===== config.mk =====
export PLATFORM = sky130hd
export DESIGN_NAME = broadcast_slot_buffer_unit
export DESIGN_NICKNAME = d
export VERILOG_FILES = /design/src/rtl/bsb_pkg.sv /design/src/rtl/bsb_ctrl.sv /design/src/rtl/bsb_datapath.sv /design/src/rtl/broadcast_slot_buffer_unit.sv
export SDC_FILE = /design/constraint.sdc
export NUM_CORES = 1
export LEC_CHECK = 0
export BUFFER_PORTS_ARGS = -buffer_cell sky130_fd_sc_hd__buf_4
export CAP_MARGIN = 5
export CORE_UTILIZATION = 50
export DETAILED_ROUTE_END_ITERATION = 8
export HOLD_SLACK_MARGIN = 0.05
export PLACE_DENSITY = 0.73
export SYNTH_ARGS = -nofsm -noshare
export SYNTH_HDL_FRONTEND = slang
export SYNTH_HIERARCHICAL = 1
export SYNTH_SLANG_ARGS = --single-unit

===== constraint.sdc =====
create_clock -name clk -period 9.8 [get_ports clk]
set_input_delay 0.49 -clock clk [delete_from_list [all_inputs] [get_ports clk]]
set_output_delay 0.49 -clock clk [all_outputs]
set_load 0.01 [all_outputs]

===== src/rtl/bsb_pkg.sv =====
package bsb_pkg;

  localparam int MAX_SLOTS   = 16;
  localparam int MAX_READERS = 8;

  localparam int SLOT_W   = $clog2(MAX_SLOTS);
  localparam int READER_W = $clog2(MAX_READERS);
  localparam int VALUE_W  = 31;
  localparam int FUNC_W   = 2;
  localparam int STATUS_W = 3;
  localparam int NSLOT_W  = 5;
  localparam int NRDR_W   = 4;
  localparam int CFG_W    = 5;
  localparam int CFG_IDX_W = 1;

  // register indexes on the config port
  localparam logic [CFG_IDX_W-1:0] CFG_SLOTS_IN_USE   = 1'd0;
  localparam logic [CFG_IDX_W-1:0] CFG_READERS_IN_USE = 1'd1;

  localparam logic [NSLOT_W-1:0] SLOTS_RESET   = NSLOT_W'(16);
  localparam logic [NRDR_W-1:0]  READERS_RESET = NRDR_W'(8);

  // command codes
  localparam logic [FUNC_W-1:0] FUNC_WRITE = 2'd0;
  localparam logic [FUNC_W-1:0] FUNC_READ  = 2'd1;
  localparam logic [FUNC_W-1:0] FUNC_CHECK = 2'd2;

  // result status codes
  localparam logic [STATUS_W-1:0] ST_WRITTEN  = 3'd0;
  localparam logic [STATUS_W-1:0] ST_NO_SPACE = 3'd1;
  localparam logic [STATUS_W-1:0] ST_READ_OK  = 3'd2;
  localparam logic [STATUS_W-1:0] ST_ALREADY  = 3'd3;
  localparam logic [STATUS_W-1:0] ST_EMPTY    = 3'd4;

  // controller -> datapath commands
  typedef struct packed {
    logic capture;  // latch the incoming word
    logic exec;     // run the command, update table, load result register
  } bsb_cmd_t;

endpackage


===== src/rtl/bsb_ctrl.sv =====
module bsb_ctrl
  import bsb_pkg::*;
(
  input  logic     clk,
  input  logic     rst,
  input  logic     in_valid,
  output logic     in_stall,
  output logic     out_valid,
  input  logic     out_stall,
  output bsb_cmd_t cmd
);

  typedef enum logic {
    S_IDLE,
    S_EXEC
  } state_t;

  state_t state;
  logic   can_load;

  assign in_stall    = (state != S_IDLE);
  assign can_load    = !out_valid || !out_stall;
  assign cmd.capture = in_valid && (state == S_IDLE);
  assign cmd.exec    = (state == S_EXEC) && can_load;

  always_ff @(posedge clk) begin
    if (rst) begin
      state     <= S_IDLE;
      out_valid <= 1'b0;
    end else begin
      unique case (state)
        S_IDLE: begin
          if (out_valid && !out_stall) begin
            out_valid <= 1'b0;
          end
          if (in_valid) begin
            state <= S_EXEC;
          end
        end
        S_EXEC: begin
          // a held result blocks execution, so nothing to retire here
          if (can_load) begin
            out_valid <= 1'b1;
            state     <= S_IDLE;
          end
        end
        default: state <= S_IDLE;
      endcase
    end
  end

endmodule


===== src/rtl/bsb_datapath.sv =====
module bsb_datapath
  import bsb_pkg::*;
(
  input  logic                 clk,
  input  logic                 rst,
  input  bsb_cmd_t             cmd,
  input  logic                 cfg_we,
  input  logic [CFG_IDX_W-1:0] cfg_index,
  input  logic [CFG_W-1:0]     cfg_data,
  input  logic [FUNC_W-1:0]    func,
  input  logic [VALUE_W-1:0]   value,
  input  logic [READER_W-1:0]  reader,
  input  logic [SLOT_W-1:0]    slot_index,
  output logic [STATUS_W-1:0]  status,
  output logic [SLOT_W-1:0]    slot_written,
  output logic                 all_read
);

  // config
  logic [NSLOT_W-1:0] slots_in_use;
  logic [NRDR_W-1:0]  readers_in_use;

  // captured word
  logic [FUNC_W-1:0]   func_q;
  logic                value_nz_q;
  logic [READER_W-1:0] reader_q;
  logic [SLOT_W-1:0]   slot_q;

  // table: occupancy flags and per-slot read marks
  logic [MAX_SLOTS-1:0]   occ;
  logic [MAX_READERS-1:0] marks [MAX_SLOTS];

  logic [MAX_SLOTS-1:0]   scan_en;
  logic [MAX_SLOTS-1:0]   free_vec;
  logic [MAX_SLOTS-1:0]   unread_vec;
  logic                   free_found;
  logic [SLOT_W-1:0]      free_idx;
  logic [MAX_READERS-1:0] need;
  logic [MAX_READERS-1:0] rd_bit;
  logic [MAX_READERS-1:0] new_marks;
  logic                   already;
  logic                   frees;

  logic [STATUS_W-1:0] status_next;
  logic [SLOT_W-1:0]   written_next;
  logic                all_read_next;

  always_ff @(posedge clk) begin
    if (rst) begin
      slots_in_use   <= SLOTS_RESET;
      readers_in_use <= READERS_RESET;
    end else if (cfg_we) begin
      unique case (cfg_index)
        CFG_SLOTS_IN_USE:   slots_in_use   <= cfg_data[NSLOT_W-1:0];
        CFG_READERS_IN_USE: readers_in_use <= cfg_data[NRDR_W-1:0];
        default: ;
      endcase
    end
  end

  always_ff @(posedge clk) begin
    if (cmd.capture) begin
      func_q     <= func;
      value_nz_q <= (value != '0);
      reader_q   <= reader;
      slot_q     <= slot_index;
    end
  end

  // slot window and active-reader mask; counts above the table saturate
  always_comb begin
    for (int i = 0; i < MAX_SLOTS; i++) begin
      scan_en[i] = (32'(slots_in_use) > i);
    end
    for (int j = 0; j < MAX_READERS; j++) begin
      need[j] = (32'(readers_in_use) > j);
    end
  end

  always_comb begin
    for (int i = 0; i < MAX_SLOTS; i++) begin
      free_vec[i]   = scan_en[i] && !occ[i];
      unread_vec[i] = scan_en[i] && occ[i] && !marks[i][reader_q];
    end
  end

  // lowest free slot
  always_comb begin
    free_found = 1'b0;
    free_idx   = '0;
    for (int i = MAX_SLOTS - 1; i >= 0; i--) begin
      if (free_vec[i]) begin
        free_found = 1'b1;
        free_idx   = SLOT_W'(i);
      end
    end
  end

  always_comb begin
    rd_bit    = MAX_READERS'(1) << reader_q;
    already   = (marks[slot_q] & rd_bit) != '0;
    new_marks = marks[slot_q] | rd_bit;
    frees     = (new_marks & need) == need;
  end

  always_comb begin
    status_next   = ST_WRITTEN;
    written_next  = '0;
    all_read_next = 1'b0;
    unique case (func_q)
      FUNC_WRITE: begin
        if (free_found) begin
          written_next = free_idx;
        end else begin
          status_next = ST_NO_SPACE;
        end
      end
      FUNC_READ: begin
        if (!occ[slot_q]) begin
          status_next = ST_EMPTY;
        end else if (already) begin
          status_next = ST_ALREADY;
        end else begin
          status_next = ST_READ_OK;
        end
      end
      FUNC_CHECK: all_read_next = (unread_vec == '0);
      default: ;
    endcase
  end

  // marks of an empty slot are never looked at: a write clears them first
  always_ff @(posedge clk) begin
    if (rst) begin
      occ <= '0;
    end else if (cmd.exec) begin
      if (func_q == FUNC_WRITE && free_found) begin
        occ[free_idx] <= value_nz_q;
      end else if (func_q == FUNC_READ && occ[slot_q] && !already && frees) begin
        occ[slot_q] <= 1'b0;
      end
    end
  end

  always_ff @(posedge clk) begin
    if (cmd.exec) begin
      if (func_q == FUNC_WRITE && free_found) begin
        marks[free_idx] <= '0;
      end else if (func_q == FUNC_READ && occ[slot_q] && !already) begin
        marks[slot_q] <= frees ? '0 : new_marks;
      end
    end
  end

  always_ff @(posedge clk) begin
    if (cmd.exec) begin
      status       <= status_next;
      slot_written <= written_next;
      all_read     <= all_read_next;
    end
  end

endmodule


===== src/rtl/broadcast_slot_buffer_unit.sv =====
// Broadcast slot buffer: one writer, up to eight readers, sixteen slots.
// func selects write (store value in the lowest empty slot among the first
// slots_in_use), read (reader marks slot_index; the slot frees once every
// reader below readers_in_use has marked it) or check (all_read = 1 when the
// reader has no occupied unmarked slot in the window). Each command word
// yields exactly one result word. A word is captured in the idle state; in
// the execute state the combinational slot scan (free-slot priority encoder
// or unread-slot OR) runs and the result register loads; the next word can be
// taken while the result still waits, and a stalled result holds execution
// of the following word until the result register frees. Writing a zero
// value reports written but leaves the slot empty. Config writes go straight
// to the registers; issue them only while no word is in flight.
module broadcast_slot_buffer_unit
  import bsb_pkg::*;
(
  input  logic                 clk,
  input  logic                 rst,
  input  logic                 in_valid,
  output logic                 in_stall,
  input  logic [FUNC_W-1:0]    func,
  input  logic [VALUE_W-1:0]   value,
  input  logic [READER_W-1:0]  reader,
  input  logic [SLOT_W-1:0]    slot_index,
  output logic                 out_valid,
  input  logic                 out_stall,
  output logic [STATUS_W-1:0]  status,
  output logic [SLOT_W-1:0]    slot_written,
  output logic                 all_read,
  input  logic                 cfg_we,
  input  logic [CFG_IDX_W-1:0] cfg_index,
  input  logic [CFG_W-1:0]     cfg_data
);

  bsb_cmd_t cmd;

  // sequencing: capture / execute / result handshake
  bsb_ctrl u_ctrl (
    .clk       (clk),
    .rst       (rst),
    .in_valid  (in_valid),
    .in_stall  (in_stall),
    .out_valid (out_valid),
    .out_stall (out_stall),
    .cmd       (cmd)
  );

  // slot table, config registers, result register
  bsb_datapath u_dp (
    .clk          (clk),
    .rst          (rst),
    .cmd          (cmd),
    .cfg_we       (cfg_we),
    .cfg_index    (cfg_index),
    .cfg_data     (cfg_data),
    .func         (func),
    .value        (value),
    .reader       (reader),
    .slot_index   (slot_index),
    .status       (status),
    .slot_written (slot_written),
    .all_read     (all_read)
  );

  // an accepted word always occupies the block for the next cycle
  a_accept_busy: assert property (@(posedge clk) disable iff (rst)
    in_valid && !in_stall |=> in_stall)
    else $error("input taken while previous word still executing");

  // execution always produces a result and frees the input side
  a_exec_result: assert property (@(posedge clk) disable iff (rst)
    cmd.exec |=> out_valid && !in_stall)
    else $error("executed word produced no result");

  // slot number is only reported on a successful write
  a_written_zero: assert property (@(posedge clk) disable iff (rst)
    out_valid && status != ST_WRITTEN |-> slot_written == '0)
    else $error("slot_written nonzero on non-write result");

endmodule


# ---- Word level (Yosys, flattened, before mapping)
# Memories as Yosys holds them, arrays and structs flattened. A register that Yosys moved wholly into a read port is not among the register bits.
# Cells that the tools add are included.
dict set report classes {
  magnitude_cmp 29
  eq_ne 5
  shifts 1
  mux 95
  bitwise 7
  n_reduce_logical 104
}
# cell count
set op_table {}
lappend op_table {{$mux 4} 18}
lappend op_table {{$logic_and 1x1->1} 57}
lappend op_table {{$mux 1} 49}
lappend op_table {{$bmux 1 s3} 16}
lappend op_table {{$gt 5x4->1 const B} 8}
lappend op_table {{$logic_not 1->1} 35}
lappend op_table {{$mux 16} 2}
lappend op_table {{$reduce_bool 31->1} 1}
lappend op_table {{$gt 5x3->1 const B} 4}
lappend op_table {{$and 16x16->16} 1}
lappend op_table {{$and 8x8->8} 2}
lappend op_table {{$bwmux 16} 1}
lappend op_table {{$gt 4x3->1 const B} 4}
lappend op_table {{$logic_not 16->1} 1}
lappend op_table {{$mux 8} 2}
lappend op_table {{$not 16->16} 1}
lappend op_table {{$gt 5x1->1 const B} 2}
lappend op_table {{$gt 5x2->1 const B} 2}
lappend op_table {{$lt 4x5->1 const B} 2}
lappend op_table {{$reduce_and 2->1} 5}
lappend op_table {{$demux 1 s4} 2}
lappend op_table {{$eq 8x8->1} 1}
lappend op_table {{$ge 4x1->1 const B} 2}
lappend op_table {{$gt 4x1->1 const B} 2}
lappend op_table {{other kinds (17)} 21}
dict set report word_totals {
  regBits 45
  ram_bits 128
  inputBits 51
  out_inout_bits 10
  wordCells 254
  mem_count 1
}
# memory depth width rd rd_ports_with_merged_regs wr line
set mem_list {}
lappend mem_list {u_dp.marks 16 8 17 1 1 bsb_datapath.sv:31} ;# logic [MAX_READERS-1:0] marks [MAX_SLOTS];

# ---- Longest topological paths before layout
dict set report logic_depth {
  ltp_word 24
  ltp_mapped 13
  mapped_depth_nobuf 9
}

# ---- Hierarchy
# The synthesis kept the hierarchy.
# module n_inst cells_each area_per_inst_um2 seq_area_each_um2
set by_module_without_submodules {}
lappend by_module_without_submodules {bsb_datapath 1 751 9540.4 4964.8}
lappend by_module_without_submodules {bsb_ctrl 1 9 87.6 40.0}

# ---- Worst setup path before layout
# No wires, ideal clock.
dict set report synth_timing {
  path_type {reg-to-reg}
  from {register with a tool-made name}
  to {memory u_dp.marks[1][0] (enable)}
  setup_time_ns 0.385
  arrival_ns 3.383
  t_required_ns 9.415
  setup_slack_ns 6.032
  stages_incl_launch_ff 13
  path_buffers 4
  synth_period_minus_slack_ns 3.768
  cell_sequence {dfxtp_1 > buf_6 > buf_8 > mux4_2 > mux2i_1 > nor3_1 > a311oi_1 > nor4b_2 > nand4_2 > buf_6 > mux2i_4 > buf_6 > nor3b_1}
}
# element line
set synth_lines {}
lappend synth_lines {{to (decl)} bsb_datapath.sv:31}

==> results.yml <==
outcome:
  status: "finished, final reports clean"
routing:
  drt-pass1-iter-count: 7
  routedWlPerCell_um: 27.8
  drt_wl_total_um: 29200
  drc: 0
  antenna_left: 0
  drtIter0Drc: 941
  via_count: 7269
  via_per_inst: 6.90
cells_and_area:
  fin_util_pct: 58.1
  diodes: 0
  drive_gt1_share_pct: 24.2
  finish.instance_area_um2: 10900
  syn_to_final_growth_pct: 13.3
  fin_cells: 1053
  fillers: 1486
  nNetsFinal: 857
timing:
  worst_slew_pin_slew_ps: 1290
  hold_viol: 0
  drv_slew: 0
  final.setup.worst_slack_ps: 4660
  rsz0062_at_grt: "no"
  relSlewSlack_pct: 14.1
  finClkSkew_ps: 10.2
  fin_crit_sh_pct: 52.4
  max_freq_mhz: 195
  setup_tns_ps: 0
  finalSetupViolCount: 0
  fin_crit_ps: 5140
setup_path:
  crit_fanout: 20
  slowest_delay_ps: 1060
  r2r_cells: 9
  end_kind: "flip-flop"
  cp_num_buf_inv: 0
  r2r-end: "u_dp/marks[1][4]$_DFFE_PP_"
  cp_slowest_cell: "nor3b_1"
  cp-endpoint: "u_dp/marks[1][4]$_DFFE_PP_"
  startpoint_type: "flip-flop"
  cp.required_ps: 9850
  path_class: "reg2reg"
  worstSetupPathDepth: 9
  crit_chain: "mux4_2 -> mux2i_1 -> nor3b_1 -> a311o_1 -> nor4b_2 -> nand4_2 -> mux2i_1 -> o21ai_1 -> nor3b_1"
  ff2ff_setup_slack_ps: 4660
  crit_family: "simple AND/OR/NAND/NOR gates"
  crit_arrival_ps: 5190
pwr:
  p_per_area_nw_per_um2: 160
  combPwrFrac_pct: 9.5
  p_clk_share_pct: 42.9
  leakage_nw: 4.13
  sw_frac_of_total_pct: 25.5
  cellInternalPower_mw: 1.30
  p_seq_share_pct: 47.6
  ir_drop_v: 0.000116
  p_sw_uw: 446
yosys:
  synthArstFlopShare_pct: 0
  ys_types: 79
  synth_flop_cell: "edfxtp_1"
  synth_edf_count: 146
  seq_area_frac_synth_pct: 52.0
  synth_compound_area_share_pct: 11.6
  synthSimpleGateAreaFrac_pct: 13.2
  yosys-top-cells-area: "edfxtp_1, mux4_2, dfxtp_1"
  synthMuxAreaShare_pct: 20.1
  synthCells: 760
  synth_top_family_by_area: "multiplexers"
  synth-adder-area-share_pct: 0
  synth_warnings: 6
  synth_top_area_share_pct: 45.5
  ys_ff_latch: 177
  syn_area_per_cell_um2: 12.7
  mappedNetlistArea_um2: 9630
  synthXorXnorAreaFrac_pct: 0
  synth_most_common_cell: "edfxtp_1"
  ys_top_cells_by_count: "edfxtp_1, nand2_1, mux4_2, nor2_1, mux2i_1"
  synth_nets: 811
  synth_top_cell_by_area: "edfxtp_1"
global_route:
  grt_pass1_wl_um: 44300
  overflow: 0
  grt_pass1_vias: 7224
  antenna_found_initial: 0
  grt_use_total_pct: 30.8
  grt_max_degree: 46
floorplan:
  io-pin-count: 61
  row_count: 50
  die_h_um: 141
  dieWidth_um: 141
  core_um2: 18800
  start_util_pct: 51.3
  die_area_um2: 19800
cts:
  holdBufCountCts: 0
  clkLatencyLatePin_ps: 440
  cts-root-buf: "clkbuf_16"
  cts_resized: 0
  clockBufferDepth: 2
  clk_pin_slew_worst_paths_ps: 80
  clock-sinks: 177
  post_cts_buffers: 0
  cts-buffers-inserted: 17
  cts_tree: "yes"
  htree_levels: 4
placed_design:
  gp_congestion: 0.937
  dp_cells: 1021
  io_buffers: 60
  dpl_worst_slack_ps: 4840
  dp.final_hpwl_um: 20700
  dpl_cell_area_um2: 10200
worst_hold_path:
  min_path_type: "in2reg"
run:
  drv_cap: 0
==> power by group through the flow <==
stage | clock network, mW | registers [mW] | logic (mW)
2_1_floorplan | 0 | 0.835 | 0.120
3_3_place_gp | 0 | 0.848 | 0.159
3_5_place_dp | 0 | 0.848 | 0.162
4_1_cts | 0.759 | 0.831 | 0.163
5_1_grt | 0.790 | 0.833 | 0.176
6_report | 0.749 | 0.832 | 0.166
==> cells by family after synthesis <==
| logic type | after synthesis |
|---|---|
| DFF | 177 |
| muxes | 120 |
| buffers and inverters | 63 |
| and+or+nand+nor | 239 |
| AOI/OAI and AO/OA | 161 |
==> cell type report <==
type                    count  area, um2  area share [%]
inverters                  16       60.1           0.551
clock inverters            15        238            2.18
multi-input cells         520       4330            39.7
repair buffers             74        556            5.09
clock buffers              17        425            3.90
well taps                 234        293            2.68
flip-flops and latches    177       5010            45.9
==> worst min-delay path by stage <==
stage	from	end	slack [ps]	cells past startpoint
after floorplan	u_dp/readers_in_use[2]$_SDFFE_PP0P_	u_dp/readers_in_use[2]$_SDFFE_PP0P_	450	2
after global placement	u_dp/readers_in_use[2]$_SDFFE_PP0P_	u_dp/readers_in_use[2]$_SDFFE_PP0P_	500	2
after detailed placement	u_dp/readers_in_use[2]$_SDFFE_PP0P_	u_dp/readers_in_use[2]$_SDFFE_PP0P_	510	2
after CTS	reader[1]	u_dp/reader_q[1]$_DFFE_PP_	220	1
after global routing	func[1]	u_dp/func_q[1]$_DFFE_PP_	210	1
final	reader[1]	u_dp/reader_q[1]$_DFFE_PP_	230	1
==> metal layers <==
metal	track usage (%)	wire length, um
met5	0	0
met1	38.7	11000
met3	5.88	2580
met4	12.8	1060
met2	52.3	14600
==> stage by stage <==
stage          hold WS, ps  power, mW
2_1_floorplan          450      0.955
3_3_place_gp           498       1.01
3_5_place_dp           506       1.01
4_1_cts                217       1.75
5_1_grt                209       1.80
6_report               232       1.75
==> flip-flops by register name, summed over array words and instances (netlist names), named ones only <==
name and cells:
u_dp/marks 128, u_dp/occ 16, u_dp/slots_in_use 5, u_dp/readers_in_use 4, u_dp/slot_q 4, u_dp/slot_written 4, u_dp/reader_q 3, u_dp/status 3
u_dp/func_q 2, u_ctrl/in_stall 1, u_ctrl/out_valid 1, u_dp/all_read 1, u_dp/value_nz_q 1
==> placed cells by master, fill, tap and decap left out, drive strengths merged, types with 4 or more instances in the layout <==
cell type,instances
nand2b,9
o31ai,5
a21oi,35
edfxtp,146
nand2,58
clkbuf,17
or2,4
a32oi,4
nand3b,4
nand4,7
o21bai,9
o211ai,8
o21ai,27
mux4,53
a31oi,7
and3,10
clkinv,7
nor3b,11
nor4,10
nor2,42
nor2b,12
and2,7
nand3,23
o22ai,11
mux2i,41
nor3,24
a211oi,5
a21boi,5
mux2,26
inv,21
a311oi,4
a32o,6
or3,6
a22o,4
dfxtp,31
buf,74
Power figures use the tool's default switching activity.
